<file path="src/rtl/core/assert_macros.svh">
// Assertion macros shared by the I2C bus master RTL.
// Depends on nothing; synthesis builds see empty macro bodies.
`ifndef ASSERT_MACROS_SVH
`define ASSERT_MACROS_SVH
`ifndef SYNTHESIS
`define ASSERT_ALWAYS(label, clk, rst_n, prop, msg) \
	label: assert property (@(posedge clk) disable iff (!rst_n) prop) else $error(msg);
`define ASSERT_NEVER(label, clk, rst_n, expr, msg) \
	label: assert property (@(posedge clk) disable iff (!rst_n) !(expr)) else $error(msg);
`else
`define ASSERT_ALWAYS(label, clk, rst_n, prop, msg)
`define ASSERT_NEVER(label, clk, rst_n, expr, msg)
`endif
`endif

</file>
<file path="src/rtl/core/i2cm_pkg.sv">
// Package for the I2C bus master: command and micro-op codes, word types
// and the micro-program table. Depends on nothing.
package i2cm_pkg;

	localparam int PHASE_W = 5;
	typedef logic [PHASE_W-1:0] phase_t;

	localparam phase_t PH_IDLE  = 5'd0;
	localparam phase_t PH_FIRST = 5'd1;

	localparam logic [2:0] FUNC_NONE     = 3'd0;
	localparam logic [2:0] FUNC_START    = 3'd1;
	localparam logic [2:0] FUNC_STOP     = 3'd2;
	localparam logic [2:0] FUNC_WRITE    = 3'd3;
	localparam logic [2:0] FUNC_READ     = 3'd4;
	localparam logic [2:0] FUNC_RECOVER  = 3'd5;
	localparam logic [2:0] FUNC_READ_ACK = 3'd6;

	localparam logic [2:0] PROG_START   = 3'd0;
	localparam logic [2:0] PROG_STOP    = 3'd1;
	localparam logic [2:0] PROG_WRITE   = 3'd2;
	localparam logic [2:0] PROG_READ    = 3'd3;
	localparam logic [2:0] PROG_RECOVER = 3'd4;

	localparam logic [3:0] OP_END     = 4'd0;
	localparam logic [3:0] OP_SDA_REL = 4'd1;
	localparam logic [3:0] OP_SDA_LOW = 4'd2;
	localparam logic [3:0] OP_SDA_BIT = 4'd3;
	localparam logic [3:0] OP_SDA_ACK = 4'd4;
	localparam logic [3:0] OP_SCL_LOW = 4'd5;
	localparam logic [3:0] OP_SCL_REL = 4'd6;
	localparam logic [3:0] OP_FULL    = 4'd7;
	localparam logic [3:0] OP_HALF    = 4'd8;
	localparam logic [3:0] OP_ACK_IN  = 4'd9;
	localparam logic [3:0] OP_BIT_IN  = 4'd10;
	localparam logic [3:0] OP_SHIFT   = 4'd11;
	localparam logic [3:0] OP_COUNT   = 4'd12;
	localparam logic [3:0] OP_LOOP    = 4'd13;
	localparam logic [3:0] OP_RX_OUT  = 4'd14;

	localparam int         CHAIN_STEPS    = 4;
	localparam int         TX_MSB         = 7;
	localparam logic [3:0] BYTE_BITS      = 4'd8;
	localparam logic [3:0] RECOVER_PULSES = 4'd9;

	localparam logic        REG_DELAY_TICKS = 1'b0;
	localparam logic [15:0] DELAY_RESET     = 16'd10;

	typedef struct packed {
		logic [3:0] op;
		logic [4:0] arg;
	} micro_t;

	typedef struct packed {
		logic [2:0] func;
		logic [7:0] tx_byte;
		logic       send_ack;
		logic       scl_in;
		logic       sda_in;
	} tick_t;

	typedef struct packed {
		logic       scl_low;
		logic       sda_low;
		logic       busy_res;
		logic       done_res;
		logic [7:0] rx_byte;
		logic       ack_seen;
	} res_t;

	function automatic micro_t mw(logic [3:0] op, logic [4:0] arg);
		micro_t m;
		m.op  = op;
		m.arg = arg;
		return m;
	endfunction

	function automatic logic [2:0] prog_of(logic [2:0] active_op);
		logic [2:0] p;
		unique case (active_op) inside
			FUNC_START: p = PROG_START;
			FUNC_STOP: p = PROG_STOP;
			FUNC_WRITE: p = PROG_WRITE;
			FUNC_READ, FUNC_READ_ACK: p = PROG_READ;
			default: p = PROG_RECOVER;
		endcase
		return p;
	endfunction

	function automatic micro_t micro_word(logic [2:0] prog, phase_t ph);
		micro_t m;
		m = mw(OP_END, 5'd0);
		unique case (prog)
			PROG_START: begin
				unique case (ph)
					5'd1: m = mw(OP_SDA_REL, 5'd0);
					5'd2: m = mw(OP_SCL_REL, 5'd0);
					5'd3: m = mw(OP_FULL, 5'd0);
					5'd4: m = mw(OP_SDA_LOW, 5'd0);
					5'd5: m = mw(OP_FULL, 5'd0);
					5'd6: m = mw(OP_SCL_LOW, 5'd0);
					default: m = mw(OP_END, 5'd0);
				endcase
			end
			PROG_STOP: begin
				unique case (ph)
					5'd1: m = mw(OP_SDA_LOW, 5'd0);
					5'd2: m = mw(OP_FULL, 5'd0);
					5'd3: m = mw(OP_SCL_REL, 5'd0);
					5'd4: m = mw(OP_FULL, 5'd0);
					5'd5: m = mw(OP_SDA_REL, 5'd0);
					5'd6: m = mw(OP_FULL, 5'd0);
					default: m = mw(OP_END, 5'd0);
				endcase
			end
			PROG_WRITE: begin
				unique case (ph)
					5'd1: m = mw(OP_COUNT, 5'(BYTE_BITS));
					5'd2: m = mw(OP_SCL_LOW, 5'd0);
					5'd3: m = mw(OP_HALF, 5'd0);
					5'd4: m = mw(OP_SDA_BIT, 5'd0);
					5'd5: m = mw(OP_HALF, 5'd0);
					5'd6: m = mw(OP_SCL_REL, 5'd0);
					5'd7: m = mw(OP_FULL, 5'd0);
					5'd8: m = mw(OP_SHIFT, 5'd0);
					5'd9: m = mw(OP_LOOP, 5'd2);
					5'd10: m = mw(OP_SCL_LOW, 5'd0);
					5'd11: m = mw(OP_HALF, 5'd0);
					5'd12: m = mw(OP_SDA_REL, 5'd0);
					5'd13: m = mw(OP_HALF, 5'd0);
					5'd14: m = mw(OP_SCL_REL, 5'd0);
					5'd15: m = mw(OP_HALF, 5'd0);
					5'd16: m = mw(OP_ACK_IN, 5'd0);
					5'd17: m = mw(OP_HALF, 5'd0);
					5'd18: m = mw(OP_SCL_LOW, 5'd0);
					default: m = mw(OP_END, 5'd0);
				endcase
			end
			PROG_READ: begin
				unique case (ph)
					5'd1: m = mw(OP_SDA_REL, 5'd0);
					5'd2: m = mw(OP_HALF, 5'd0);
					5'd3: m = mw(OP_HALF, 5'd0);
					5'd4: m = mw(OP_SCL_REL, 5'd0);
					5'd5: m = mw(OP_HALF, 5'd0);
					5'd6: m = mw(OP_BIT_IN, 5'd0);
					5'd7: m = mw(OP_HALF, 5'd0);
					5'd8: m = mw(OP_SCL_LOW, 5'd0);
					5'd9: m = mw(OP_HALF, 5'd0);
					5'd10: m = mw(OP_LOOP, 5'd3);
					5'd11: m = mw(OP_SDA_ACK, 5'd0);
					5'd12: m = mw(OP_HALF, 5'd0);
					5'd13: m = mw(OP_SCL_REL, 5'd0);
					5'd14: m = mw(OP_FULL, 5'd0);
					5'd15: m = mw(OP_SCL_LOW, 5'd0);
					5'd16: m = mw(OP_SDA_REL, 5'd0);
					5'd17: m = mw(OP_RX_OUT, 5'd0);
					default: m = mw(OP_END, 5'd0);
				endcase
			end
			default: begin
				unique case (ph)
					5'd1: m = mw(OP_SDA_REL, 5'd0);
					5'd2: m = mw(OP_SCL_REL, 5'd0);
					5'd3: m = mw(OP_COUNT, 5'(RECOVER_PULSES));
					5'd4: m = mw(OP_FULL, 5'd0);
					5'd5: m = mw(OP_SCL_LOW, 5'd0);
					5'd6: m = mw(OP_FULL, 5'd0);
					5'd7: m = mw(OP_SCL_REL, 5'd0);
					5'd8: m = mw(OP_LOOP, 5'd4);
					5'd9: m = mw(OP_SDA_LOW, 5'd0);
					5'd10: m = mw(OP_FULL, 5'd0);
					5'd11: m = mw(OP_SCL_REL, 5'd0);
					5'd12: m = mw(OP_FULL, 5'd0);
					5'd13: m = mw(OP_SDA_REL, 5'd0);
					5'd14: m = mw(OP_FULL, 5'd0);
					default: m = mw(OP_END, 5'd0);
				endcase
			end
		endcase
		return m;
	endfunction

endpackage

</file>
<file path="src/rtl/core/i2cm_core.sv">
// Bus sequencer of the I2C bus master: state registers and the per-tick
// micro-step chain. Depends on i2cm_pkg and assert_macros.svh.
`include "assert_macros.svh"

module i2cm_core #(
	parameter int COUNT_WIDTH = 16
) (
	input  logic                 clk,
	input  logic                 arst_n,
	input  logic                 en,
	input  i2cm_pkg::tick_t      tick,
	input  logic [15:0]          delay_ticks,
	output i2cm_pkg::res_t       res_nx
);

	i2cm_pkg::phase_t       phase_q;
	logic [2:0]             op_q;
	logic [3:0]             bit_q;
	logic [7:0]             shift_q;
	logic [COUNT_WIDTH-1:0] wait_q;
	logic                   scl_q;
	logic                   sda_q;
	logic                   ack_q;
	logic [7:0]             rx_q;

	i2cm_pkg::phase_t       ph;
	i2cm_pkg::phase_t       nxt;
	logic [2:0]             op_a;
	logic [3:0]             bits;
	logic [7:0]             shf;
	logic [COUNT_WIDTH-1:0] wc;
	logic [COUNT_WIDTH-1:0] wc_base;
	logic [COUNT_WIDTH-1:0] load;
	logic                   scl;
	logic                   sda;
	logic                   ack;
	logic [7:0]             rx;
	logic                   run;
	logic                   done;
	logic                   hit_full;
	logic                   hit_half;
	logic                   hit_end;
	logic [2:0]             prog;
	i2cm_pkg::micro_t       m;
	logic [15:0]            sel;
	logic [31:0]            sel_w;

	always_comb begin
		ph       = phase_q;
		op_a     = op_q;
		bits     = bit_q;
		shf      = shift_q;
		wc       = wait_q;
		scl      = scl_q;
		sda      = sda_q;
		ack      = ack_q;
		rx       = rx_q;
		done     = 1'b0;
		hit_full = 1'b0;
		hit_half = 1'b0;
		hit_end  = 1'b0;
		m        = i2cm_pkg::mw(i2cm_pkg::OP_END, 5'd0);
		nxt      = phase_q;
		wc_base  = wait_q;
		if (phase_q == i2cm_pkg::PH_IDLE && tick.func >= i2cm_pkg::FUNC_START &&
				tick.func <= i2cm_pkg::FUNC_RECOVER) begin
			op_a = (tick.func == i2cm_pkg::FUNC_READ && tick.send_ack) ?
				i2cm_pkg::FUNC_READ_ACK : tick.func;
			shf  = (tick.func == i2cm_pkg::FUNC_WRITE) ? tick.tx_byte : 8'd0;
			bits = 4'd0;
			wc   = '0;
			ph   = i2cm_pkg::PH_FIRST;
		end
		run  = (ph != i2cm_pkg::PH_IDLE);
		prog = i2cm_pkg::prog_of(op_a);
		for (int i = 0; i < i2cm_pkg::CHAIN_STEPS; i++) begin
			if (run) begin
				m   = i2cm_pkg::micro_word(prog, ph);
				nxt = i2cm_pkg::phase_t'(ph + 1'b1);
				unique case (m.op) inside
					i2cm_pkg::OP_SDA_REL: sda = 1'b0;
					i2cm_pkg::OP_SDA_LOW: sda = 1'b1;
					i2cm_pkg::OP_SDA_BIT: sda = !shf[i2cm_pkg::TX_MSB];
					i2cm_pkg::OP_SDA_ACK: sda = (op_a == i2cm_pkg::FUNC_READ_ACK);
					i2cm_pkg::OP_SCL_LOW: scl = 1'b1;
					i2cm_pkg::OP_SCL_REL: begin
						scl = 1'b0;
						if (!tick.scl_in) begin
							run = 1'b0;
							nxt = ph;
						end
					end
					i2cm_pkg::OP_FULL, i2cm_pkg::OP_HALF: begin
						hit_full = (m.op == i2cm_pkg::OP_FULL);
						hit_half = (m.op == i2cm_pkg::OP_HALF);
						run      = 1'b0;
						nxt      = ph;
					end
					i2cm_pkg::OP_ACK_IN: ack = tick.sda_in;
					i2cm_pkg::OP_BIT_IN: shf = {shf[6:0], tick.sda_in};
					i2cm_pkg::OP_SHIFT: shf = {shf[6:0], 1'b0};
					i2cm_pkg::OP_COUNT: bits = m.arg[3:0];
					i2cm_pkg::OP_LOOP: begin
						if (bits > 4'd1) begin
							bits = bits - 4'd1;
							nxt  = m.arg;
						end else begin
							bits = 4'd0;
						end
					end
					i2cm_pkg::OP_RX_OUT: rx = shf;
					default: begin
						hit_end = 1'b1;
						run     = 1'b0;
						nxt     = ph;
					end
				endcase
				ph = nxt;
			end
		end
		sel   = hit_full ? delay_ticks : {1'b0, delay_ticks[15:1]};
		sel_w = 32'(sel);
		if ((sel_w >> COUNT_WIDTH) != 32'd0) begin
			load = '1;
		end else if (sel_w == 32'd0) begin
			load = COUNT_WIDTH'(1);
		end else begin
			load = COUNT_WIDTH'(sel_w);
		end
		if (hit_full || hit_half) begin
			wc_base = (wc == '0) ? load : wc;
			wc      = wc_base - COUNT_WIDTH'(1);
			if (wc == '0) begin
				ph = i2cm_pkg::phase_t'(ph + 1'b1);
			end
		end else if (hit_end) begin
			ph   = i2cm_pkg::PH_IDLE;
			done = 1'b1;
		end
		res_nx.scl_low  = scl;
		res_nx.sda_low  = sda;
		res_nx.busy_res = (ph != i2cm_pkg::PH_IDLE);
		res_nx.done_res = done;
		res_nx.rx_byte  = rx;
		res_nx.ack_seen = ack;
	end

	always_ff @(posedge clk or negedge arst_n) begin
		if (!arst_n) begin
			phase_q <= i2cm_pkg::PH_IDLE;
			op_q    <= i2cm_pkg::FUNC_NONE;
			bit_q   <= 4'd0;
			shift_q <= 8'd0;
			wait_q  <= '0;
			scl_q   <= 1'b0;
			sda_q   <= 1'b0;
			ack_q   <= 1'b0;
			rx_q    <= 8'd0;
		end else if (en) begin
			phase_q <= ph;
			op_q    <= op_a;
			bit_q   <= bits;
			shift_q <= shf;
			wait_q  <= wc;
			scl_q   <= scl;
			sda_q   <= sda;
			ack_q   <= ack;
			rx_q    <= rx;
		end
	end

	`ASSERT_ALWAYS(a_done_goes_idle, clk, arst_n, en && res_nx.done_res |=> phase_q == i2cm_pkg::PH_IDLE, "finished command did not return to idle")
	`ASSERT_ALWAYS(a_idle_wait_clear, clk, arst_n, phase_q == i2cm_pkg::PH_IDLE |-> wait_q == '0, "delay counter left running while idle")
	`ASSERT_NEVER(a_bit_count_range, clk, arst_n, bit_q > i2cm_pkg::RECOVER_PULSES, "bit counter out of range")

endmodule

</file>
<file path="src/rtl/core/i2c_bus_master_top.sv">
// Top level of the I2C bus master: tick and result channels, input and
// result registers, and the APB register. Depends on i2cm_pkg and i2cm_core.
//
// Each word on the tick channel is one timing tick of the bus: a command
// (taken only while idle), the byte to send, the ACK choice for reads and
// the sensed SCL and SDA levels. Every tick yields exactly one result word:
// the open-drain pull-low drives, busy and done flags, the last received
// byte and the ACK bit sampled after the last write.
// A tick is accepted when tick_valid is high and tick_stall is low; a result
// is taken when res_valid is high and res_stall is low.
// An accepted tick passes through the input register, then the result
// register. One tick is accepted every cycle while res_stall is low; the
// cycle is set by the up to four micro-steps the sequencer resolves per tick.
// While res_stall holds a waiting result, one further tick is still taken
// into the input register; tick_stall rises only when both are full.
// Reset clears the sequencer to idle with both lines released and sets the
// delay register to ten ticks. delay_ticks lies at byte address 0 and is to
// be written only while no tick is in flight.
module i2c_bus_master_top #(
	parameter int COUNT_WIDTH = 16
) (
	input  logic        clk,
	input  logic        arst_n,
	input  logic        tick_valid,
	output logic        tick_stall,
	input  logic [2:0]  func,
	input  logic [7:0]  tx_byte,
	input  logic        send_ack,
	input  logic        scl_in,
	input  logic        sda_in,
	output logic        res_valid,
	input  logic        res_stall,
	output logic        scl_low,
	output logic        sda_low,
	output logic        busy_res,
	output logic        done_res,
	output logic [7:0]  rx_byte,
	output logic        ack_seen,
	input  logic        psel,
	input  logic        penable,
	input  logic        pwrite,
	input  logic [2:0]  paddr,
	input  logic [31:0] pwdata,
	output logic [31:0] prdata,
	output logic        pready
);

	logic            valid_s1;
	i2cm_pkg::tick_t tick_s1;
	logic            res_valid_q;
	i2cm_pkg::res_t  res_q;
	i2cm_pkg::res_t  res_nx;
	logic            blocked;
	logic            adv;
	logic            take;
	logic [15:0]     delay_ticks_q;
	logic            reg_idx;

	assign blocked    = res_valid_q && res_stall;
	assign tick_stall = valid_s1 && blocked;
	assign take       = tick_valid && !tick_stall;
	assign adv        = valid_s1 && !blocked;

	always_ff @(posedge clk or negedge arst_n) begin
		if (!arst_n) begin
			valid_s1 <= 1'b0;
		end else if (take) begin
			valid_s1 <= 1'b1;
		end else if (adv) begin
			valid_s1 <= 1'b0;
		end
	end

	always_ff @(posedge clk) begin
		if (take) begin
			tick_s1.func     <= func;
			tick_s1.tx_byte  <= tx_byte;
			tick_s1.send_ack <= send_ack;
			tick_s1.scl_in   <= scl_in;
			tick_s1.sda_in   <= sda_in;
		end
	end

	i2cm_core #(
		.COUNT_WIDTH(COUNT_WIDTH)
	) u_core (
		.clk        (clk),
		.arst_n     (arst_n),
		.en         (adv),
		.tick       (tick_s1),
		.delay_ticks(delay_ticks_q),
		.res_nx     (res_nx)
	);

	always_ff @(posedge clk or negedge arst_n) begin
		if (!arst_n) begin
			res_valid_q <= 1'b0;
		end else if (adv) begin
			res_valid_q <= 1'b1;
		end else if (!res_stall) begin
			res_valid_q <= 1'b0;
		end
	end

	always_ff @(posedge clk) begin
		if (adv) begin
			res_q <= res_nx;
		end
	end

	assign res_valid = res_valid_q;
	assign scl_low   = res_q.scl_low;
	assign sda_low   = res_q.sda_low;
	assign busy_res  = res_q.busy_res;
	assign done_res  = res_q.done_res;
	assign rx_byte   = res_q.rx_byte;
	assign ack_seen  = res_q.ack_seen;

	assign pready  = 1'b1;
	assign reg_idx = paddr[2];

	always_ff @(posedge clk or negedge arst_n) begin
		if (!arst_n) begin
			delay_ticks_q <= i2cm_pkg::DELAY_RESET;
		end else if (psel && penable && pwrite && pready &&
				reg_idx == i2cm_pkg::REG_DELAY_TICKS) begin
			delay_ticks_q <= pwdata[15:0];
		end
	end

	always_comb begin
		if (reg_idx == i2cm_pkg::REG_DELAY_TICKS) begin
			prdata = {16'd0, delay_ticks_q};
		end else begin
			prdata = 32'd0;
		end
	end

endmodule

</file>
<file path="config.mk">
export PLATFORM = sky130hd
export DESIGN_NAME = i2c_bus_master_top
export DESIGN_NICKNAME = d
export VERILOG_FILES = /design/src/rtl/core/i2cm_pkg.sv /design/src/rtl/core/i2cm_core.sv /design/src/rtl/core/i2c_bus_master_top.sv
export VERILOG_INCLUDE_DIRS = /design/src /design/src/rtl/core
export SDC_FILE = /design/constraint.sdc
export NUM_CORES = 1
export LEC_CHECK = 0
export ABC_CLOCK_PERIOD_IN_PS = 19400
export BUFFER_PORTS_ARGS = -buffer_cell sky130_fd_sc_hd__buf_2
export CAP_MARGIN = 10
export CORE_MARGIN = 2
export CORE_UTILIZATION = 50
export CTS_CLUSTER_DIAMETER = 120
export DETAILED_ROUTE_END_ITERATION = 12
export HOLD_SLACK_MARGIN = 0.12
export PLACE_DENSITY = 0.72
export SLEW_MARGIN = 20
export SYNTH_ARGS = -nofsm -noshare
export SYNTH_HDL_FRONTEND = slang
export SYNTH_SLANG_ARGS = --single-unit
</file>
<file path="constraint.sdc">
create_clock -name clk -period 19.4 [get_ports clk]
set_input_delay 2.91 -clock clk [delete_from_list [all_inputs] [get_ports clk]]
set_output_delay 2.91 -clock clk [all_outputs]
set_load 0.03 [all_outputs]
</file>
; After elaboration in Yosys (flattened, before gate mapping)
; Memories as Yosys holds them, arrays and structs flattened.
; Cells that the tools add are included.
[totals]
regBits = 92
rom_bits = 1984
inputBits = 56
output_inout_bits = 48
wordCells = 332
mem_count = 12
[memory_table]
columns = name, words, width, read_ports, rd_ports_with_merged_regs, wr, line_no
row1 = (name not given), 32, 6, 1, 0, 0, i2cm_pkg.sv:117  ; unique case (ph)
row2 = (name not given), 32, 6, 1, 0, 0, i2cm_pkg.sv:140  ; unique case (ph)
row3 = (name not given), 32, 6, 1, 0, 0, i2cm_pkg.sv:117
row4 = (name not given), 32, 6, 1, 0, 0, i2cm_pkg.sv:140
row5 = (name not given), 32, 6, 1, 0, 0, i2cm_pkg.sv:117
row6 = (name not given), 32, 6, 1, 0, 0, i2cm_pkg.sv:140
row7 = +6 memories, n/a, n/a, n/a, n/a, n/a, n/a
[op_classes]
add_sub_neg = 10
order_cmp = 6
eq_ne = 91
muxes = 140
bitwise_logic = 1
n_reduce_logical = 49
[ops]
columns = operator, n
row1 = 8-bit case mux with 5 select lines, 4
row2 = 9-bit case mux with 4 select lines, 4
row3 = 8-bit case mux with 4 select lines, 4
row4 = "4-bit == test, second input constant", 28
row5 = 8-bit two-way mux, 14
row6 = 16-bit two-way mux, 6
row7 = 5-bit two-way mux, 16
row8 = 9-bit two-way mux, 8
row9 = "4-bit by 3-bit == test with 1-bit output, second input constant", 16
row10 = 8-bit case mux with 2 select lines, 4
row11 = "5-bit by 3-bit == test with 1-bit output, second input constant", 12
row12 = 5-bit case mux with 3 select lines, 4
row13 = 14-bit OR reduction, 4
row14 = 1-bit two-way mux, 49
row15 = 16-bit zero test, 3
row16 = "5-bit by 2-bit == test with 1-bit output, second input constant", 8
row17 = 10-bit OR reduction, 4
row18 = 4-bit two-way mux, 9
row19 = 11-bit OR reduction, 3
row20 = "4-bit by 2-bit == test with 1-bit output, second input constant", 8
row21 = 4-bit case mux with 2 select lines, 4
row22 = "5-bit by 1-bit adder with 5-bit output, second input constant", 5
row23 = "5-bit by 1-bit == test with 1-bit output, second input constant", 4
row24 = 2-bit OR reduction, 9
row25 = 23 further kinds, 67

; Depth between registers and ports, before layout
[depth]
ltp_word = 50
mapped_depth = 68

; Modules after synthesis
; From an unflattened synthesis, not the netlist that was laid out.
[hier_totals]
hier_cells = 1653
hier_area_um2 = 12889.9
[modules_own_cells]
columns = mod, instances, cells_per_inst, area_per_inst_um2, seq_area_each_um2
row1 = i2cm_core, 1, 1548, 11090.6, 1176.1
row2 = i2c_bus_master_top, 1, 105, 1799.2, 1263.7

; Least setup slack after synthesis
; Ideal clock, no wire load.
[synth_path]
path_type = reg2reg
start = register tick_s1[13] (netlist bit)
end = register u_core.phase_q[3]
setup_ns = 0.087
t_arrival_ns = 13.901
t_required_ns = 19.313
path_slack_ns = 5.412
stages_incl_launch_ff = 67
cell_sequence = edfxtp_1 > clkbuf_1 > a21oi_1 > nand3_1 > clkbuf_1 > nand2b_1 > inv_1 > ha_1 > clkbuf_1 > and2_1 > a21o_1 > o21ai_0 > o311ai_2 > o31a_1 > buf_2 > nor3_4 > nor2_1 > a41oi_1 > [31 not listed] > or2_2 > nor3_1 > a2111oi_0 > o41ai_1 > a32oi_4 > a21boi_4 > a31oi_1 > mux2i_1 > o21a_1 > ha_1 > and4_1 > buf_2 > nor4b_1 > xor2_1 > nor2_1 > buf_2 > a311o_1 > a22oi_1
[synth_between]
elab_chain_cells = 49
elab_cells_between_ends = 236
[synth_rtl]
columns = element, line_no
row1 = "start, declared", i2c_bus_master_top.sv:49  ; i2cm_pkg::tick_t tick_s1;
row2 = "parallel branches: the longest is 48 deep, another holds 3-bit by 1-bit >= comparator with 1-bit output", n/a
row3 = 5-bit two-way mux (*), i2cm_core.sv:130  ; if (hit_full || hit_half) begin
row4 = "end signal, assigned", i2cm_core.sv:150  ; phase_q <= i2cm_pkg::PH_IDLE;
row5 = "end signal, assigned", i2cm_core.sv:160  ; phase_q <= ph;
row6 = "end, declared", i2cm_core.sv:16  ; i2cm_pkg::phase_t phase_q;
; Every way passes the cells marked *. The select of a mux whose other input is x is not followed.
; A chain may end at the register's enable or synchronous reset.

; Worst setup path in the final report
[layout_path]
start = register u_core.phase_q[4]
end = register u_core.phase_q[2]
[layout_between]
elab_chain_cells = 49
elab_cells_between_ends = 232
[layout_rtl]
columns = element, line_no
row1 = "parallel branches: the longest is 48 deep, another holds 10-bit OR reduction", n/a
row2 = 5-bit two-way mux (*), i2cm_core.sv:130
; Marks and branches as above.

==> out/results.ini <==
[min_path]
hp-start = u_core.rx_q[4]
holdPathStages = 2
hold_end = u_core.rx_q[4]
hold_path.class = register to register

[placed_design]
portBuffers = 68
hpwl_um = 28770
place_area_um2 = 12900
dp.cells = 1951
place_congestion = 0.9303

[yosys]
avgSynthCellArea_um2 = 7.661
ys_top_cells_by_area = dfrtp_1 12%, edfxtp_1 6.4%, nand2_1 5.8%
yosysWarnings = 0
synth_edf_count = 27
yosysSeqAreaShare = 0.1931
yosysTopAreaCell = dfrtp_1
synthFlopType = dfrtp_1
ys_types = 121
synth_top_cell_area_share = 0.1248
synthesis.area_um2 = 12630
synth_cells = 1649
ys_ff_latch = 92
async_reset_ff_frac = 0.7065

[global_routing]
grt_pass1_wl_um = 64290
grt_antenna_before_repair = 1
grt_overflow = 0
grt_max_degree = 66
grt_pass1_vias = 12250
grtUsageTotal = 0.2948

[final_layout]
final_cell_mix = 195 x nand2_1, 142 x nor2_1, 105 x a21oi_1
final_area_um2 = 13200
layout-drive-gt1-share = 0.1491
syn_to_final_growth_pct = 4.487
nNetsFinal = 1735
final_cells = 1968
final_common_cell = nand2_1

[die]
core_area_um2 = 24960
die_h_um = 163.0
start_util = 0.5061
rows = 58
fp.dieW_um = 163.0
io_pins = 104
dieArea_um2 = 26550

[timing]
rsz0062_at_grt = false
final.setup.tns_ns = 0
worstMarginPinSlew_ns = 1.124
finalCriticalPeriod_ns = 18.20
setup_viol = 0
fin_worst_skew_ns = 0.008919
drv_slew = 0
fmax_mhz = 54.94
slew-limit-headroom = 0.2480
final-hold-violation-count = 0
min_period_over_period = 0.9382

[detailed_routing]
drt.antenna.violating_nets = 0
wl_um = 40020
post_drt_wl_per_cell_um = 20.34
firstDrtPassIters = 12
drc = 0
vias_per_cell = 6.845
route.vias.total = 13470
first_iter_violations = 1463

[worst_setup_path]
crit_fanout = 31
critical_path_class = register to register
endpoint_kind = register
start_kind = register
required_ns = 19.65
cp.arrival_ns = 18.45
r2r_slack_ns = 1.20
cp_common_cell = inv_1
cp_slowest_cell = a21o_1
reg2regPathDepth = 59
r2r-end = u_core.phase_q[2]
r2r-start = u_core.phase_q[4]
max_stage_delay_ns = 0.62

[clock_tree]
cts-root-buf = clkbuf_16
ctsResizeCount = 0
postCtsSetupRepairBufs = 0
htree_levels = 3
cts_hold_buf = 0
clock_sinks = 92
cts_buffers = 9
clk_path_buf_depth = 2
clk_pin_slew_ns = 0.07
insertion_delay_ns = 0.35
cts_tree = done

[flow_run]
drv_cap = 0

[run_status]
status = finished, final reports clean

metal layers:
layer,global-route usage,routed length [um]
met5,0,0
met4,0.1223,1642
met3,0.03030,3416
met2,0.4607,18050
met1,0.4156,16920
logic make-up (layout without fill, tap and decap cells):
logic type / after synthesis / after routing / synth area share
xor+xnor: 22 / 22 / 0.01525
buf+inv: 188 / 161 / 0.07329
flops: 92 / 92 / 0.1931
fa+ha+maj: 47 / 47 / 0.04655
compound gates: 565 / 565 / 0.3362
other cells: 2 / 18 / 0.0005945
mux: 97 / 97 / 0.08230
simple gates: 636 / 636 / 0.2526
Yosys cell counts, types with 38 or more instances:
master	n
nor2_1	142
buf_2	38
mux2i_1	51
ha_1	47
nand2_1	195
nand3_1	53
dfrtp_1	63
mux2_2	42
clkbuf_1	58
nor3_1	46
inv_1	48
a21oi_1	105
o21ai_0	92
worst max-delay path: cells and delay by family (launching register included):
kind / cells / cell delay (ns)
simple gates: 17 / 5.01
buf+inv: 10 / 2.25
xor+xnor: 1 / 0.22
fa+ha+maj: 5 / 1.81
compound gates: 25 / 7.98
mux: 1 / 0.39
flops: 1 / 0.36
worst max path at each step:
| stage | from | to | slack [ns] | cells past startpoint |
|---|---|---|---|---|
| detailed placement | u_core.phase_q[4] | u_core.phase_q[2] | 1.80 | 58 |
| CTS | u_core.phase_q[4] | u_core.phase_q[2] | 1.77 | 58 |
| floorplan | tick_s1[13] | u_core.phase_q[3] | 5.41 | 66 |
| global placement | u_core.phase_q[4] | u_core.phase_q[2] | 2.18 | 58 |
| finish | u_core.phase_q[4] | u_core.phase_q[2] | 1.20 | 59 |
| global route | u_core.phase_q[4] | u_core.phase_q[2] | 0.07 | 58 |
flip-flops by register name, indices dropped and copies added, names as in the netlist, 3 cells and up:
| signal | flops |
|---|---|
| u_core.op_q | 3 |
| u_core.shift_q | 8 |
| delay_ticks_q | 16 |
| u_core.bit_q | 4 |
| u_core.rx_q | 8 |
| u_core.phase_q | 5 |
| u_core.wait_q | 16 |
| rx_byte | 8 |
| tick_s1 | 14 |
layout make-up:
class,instances,area (um^2)
flip-flops and latches,92,2440
well taps,330,412.9
repair buffers,93,528.0
inverters,52,195.2
clock inverters,7,65.06
fillers,2425,11760
multi-input cells,1384,9331
clock buffers,9,225.2
diodes,1,2.502
stage by stage:
stage               hold slack, ns    util  setup slack [ns]
detailed placement          0.4567  0.5169             1.798
CTS                         0.4737  0.5285             1.769
finish                      0.4719  0.5288             1.200
global placement            0.4563  0.5169             2.181
global route                0.5058  0.5287           0.06645
floorplan                   0.4401       -             5.412
Power is left out: the tool's default activity adds up to more than one toggle a clock period on the data nets, which glitch-free logic cannot reach.
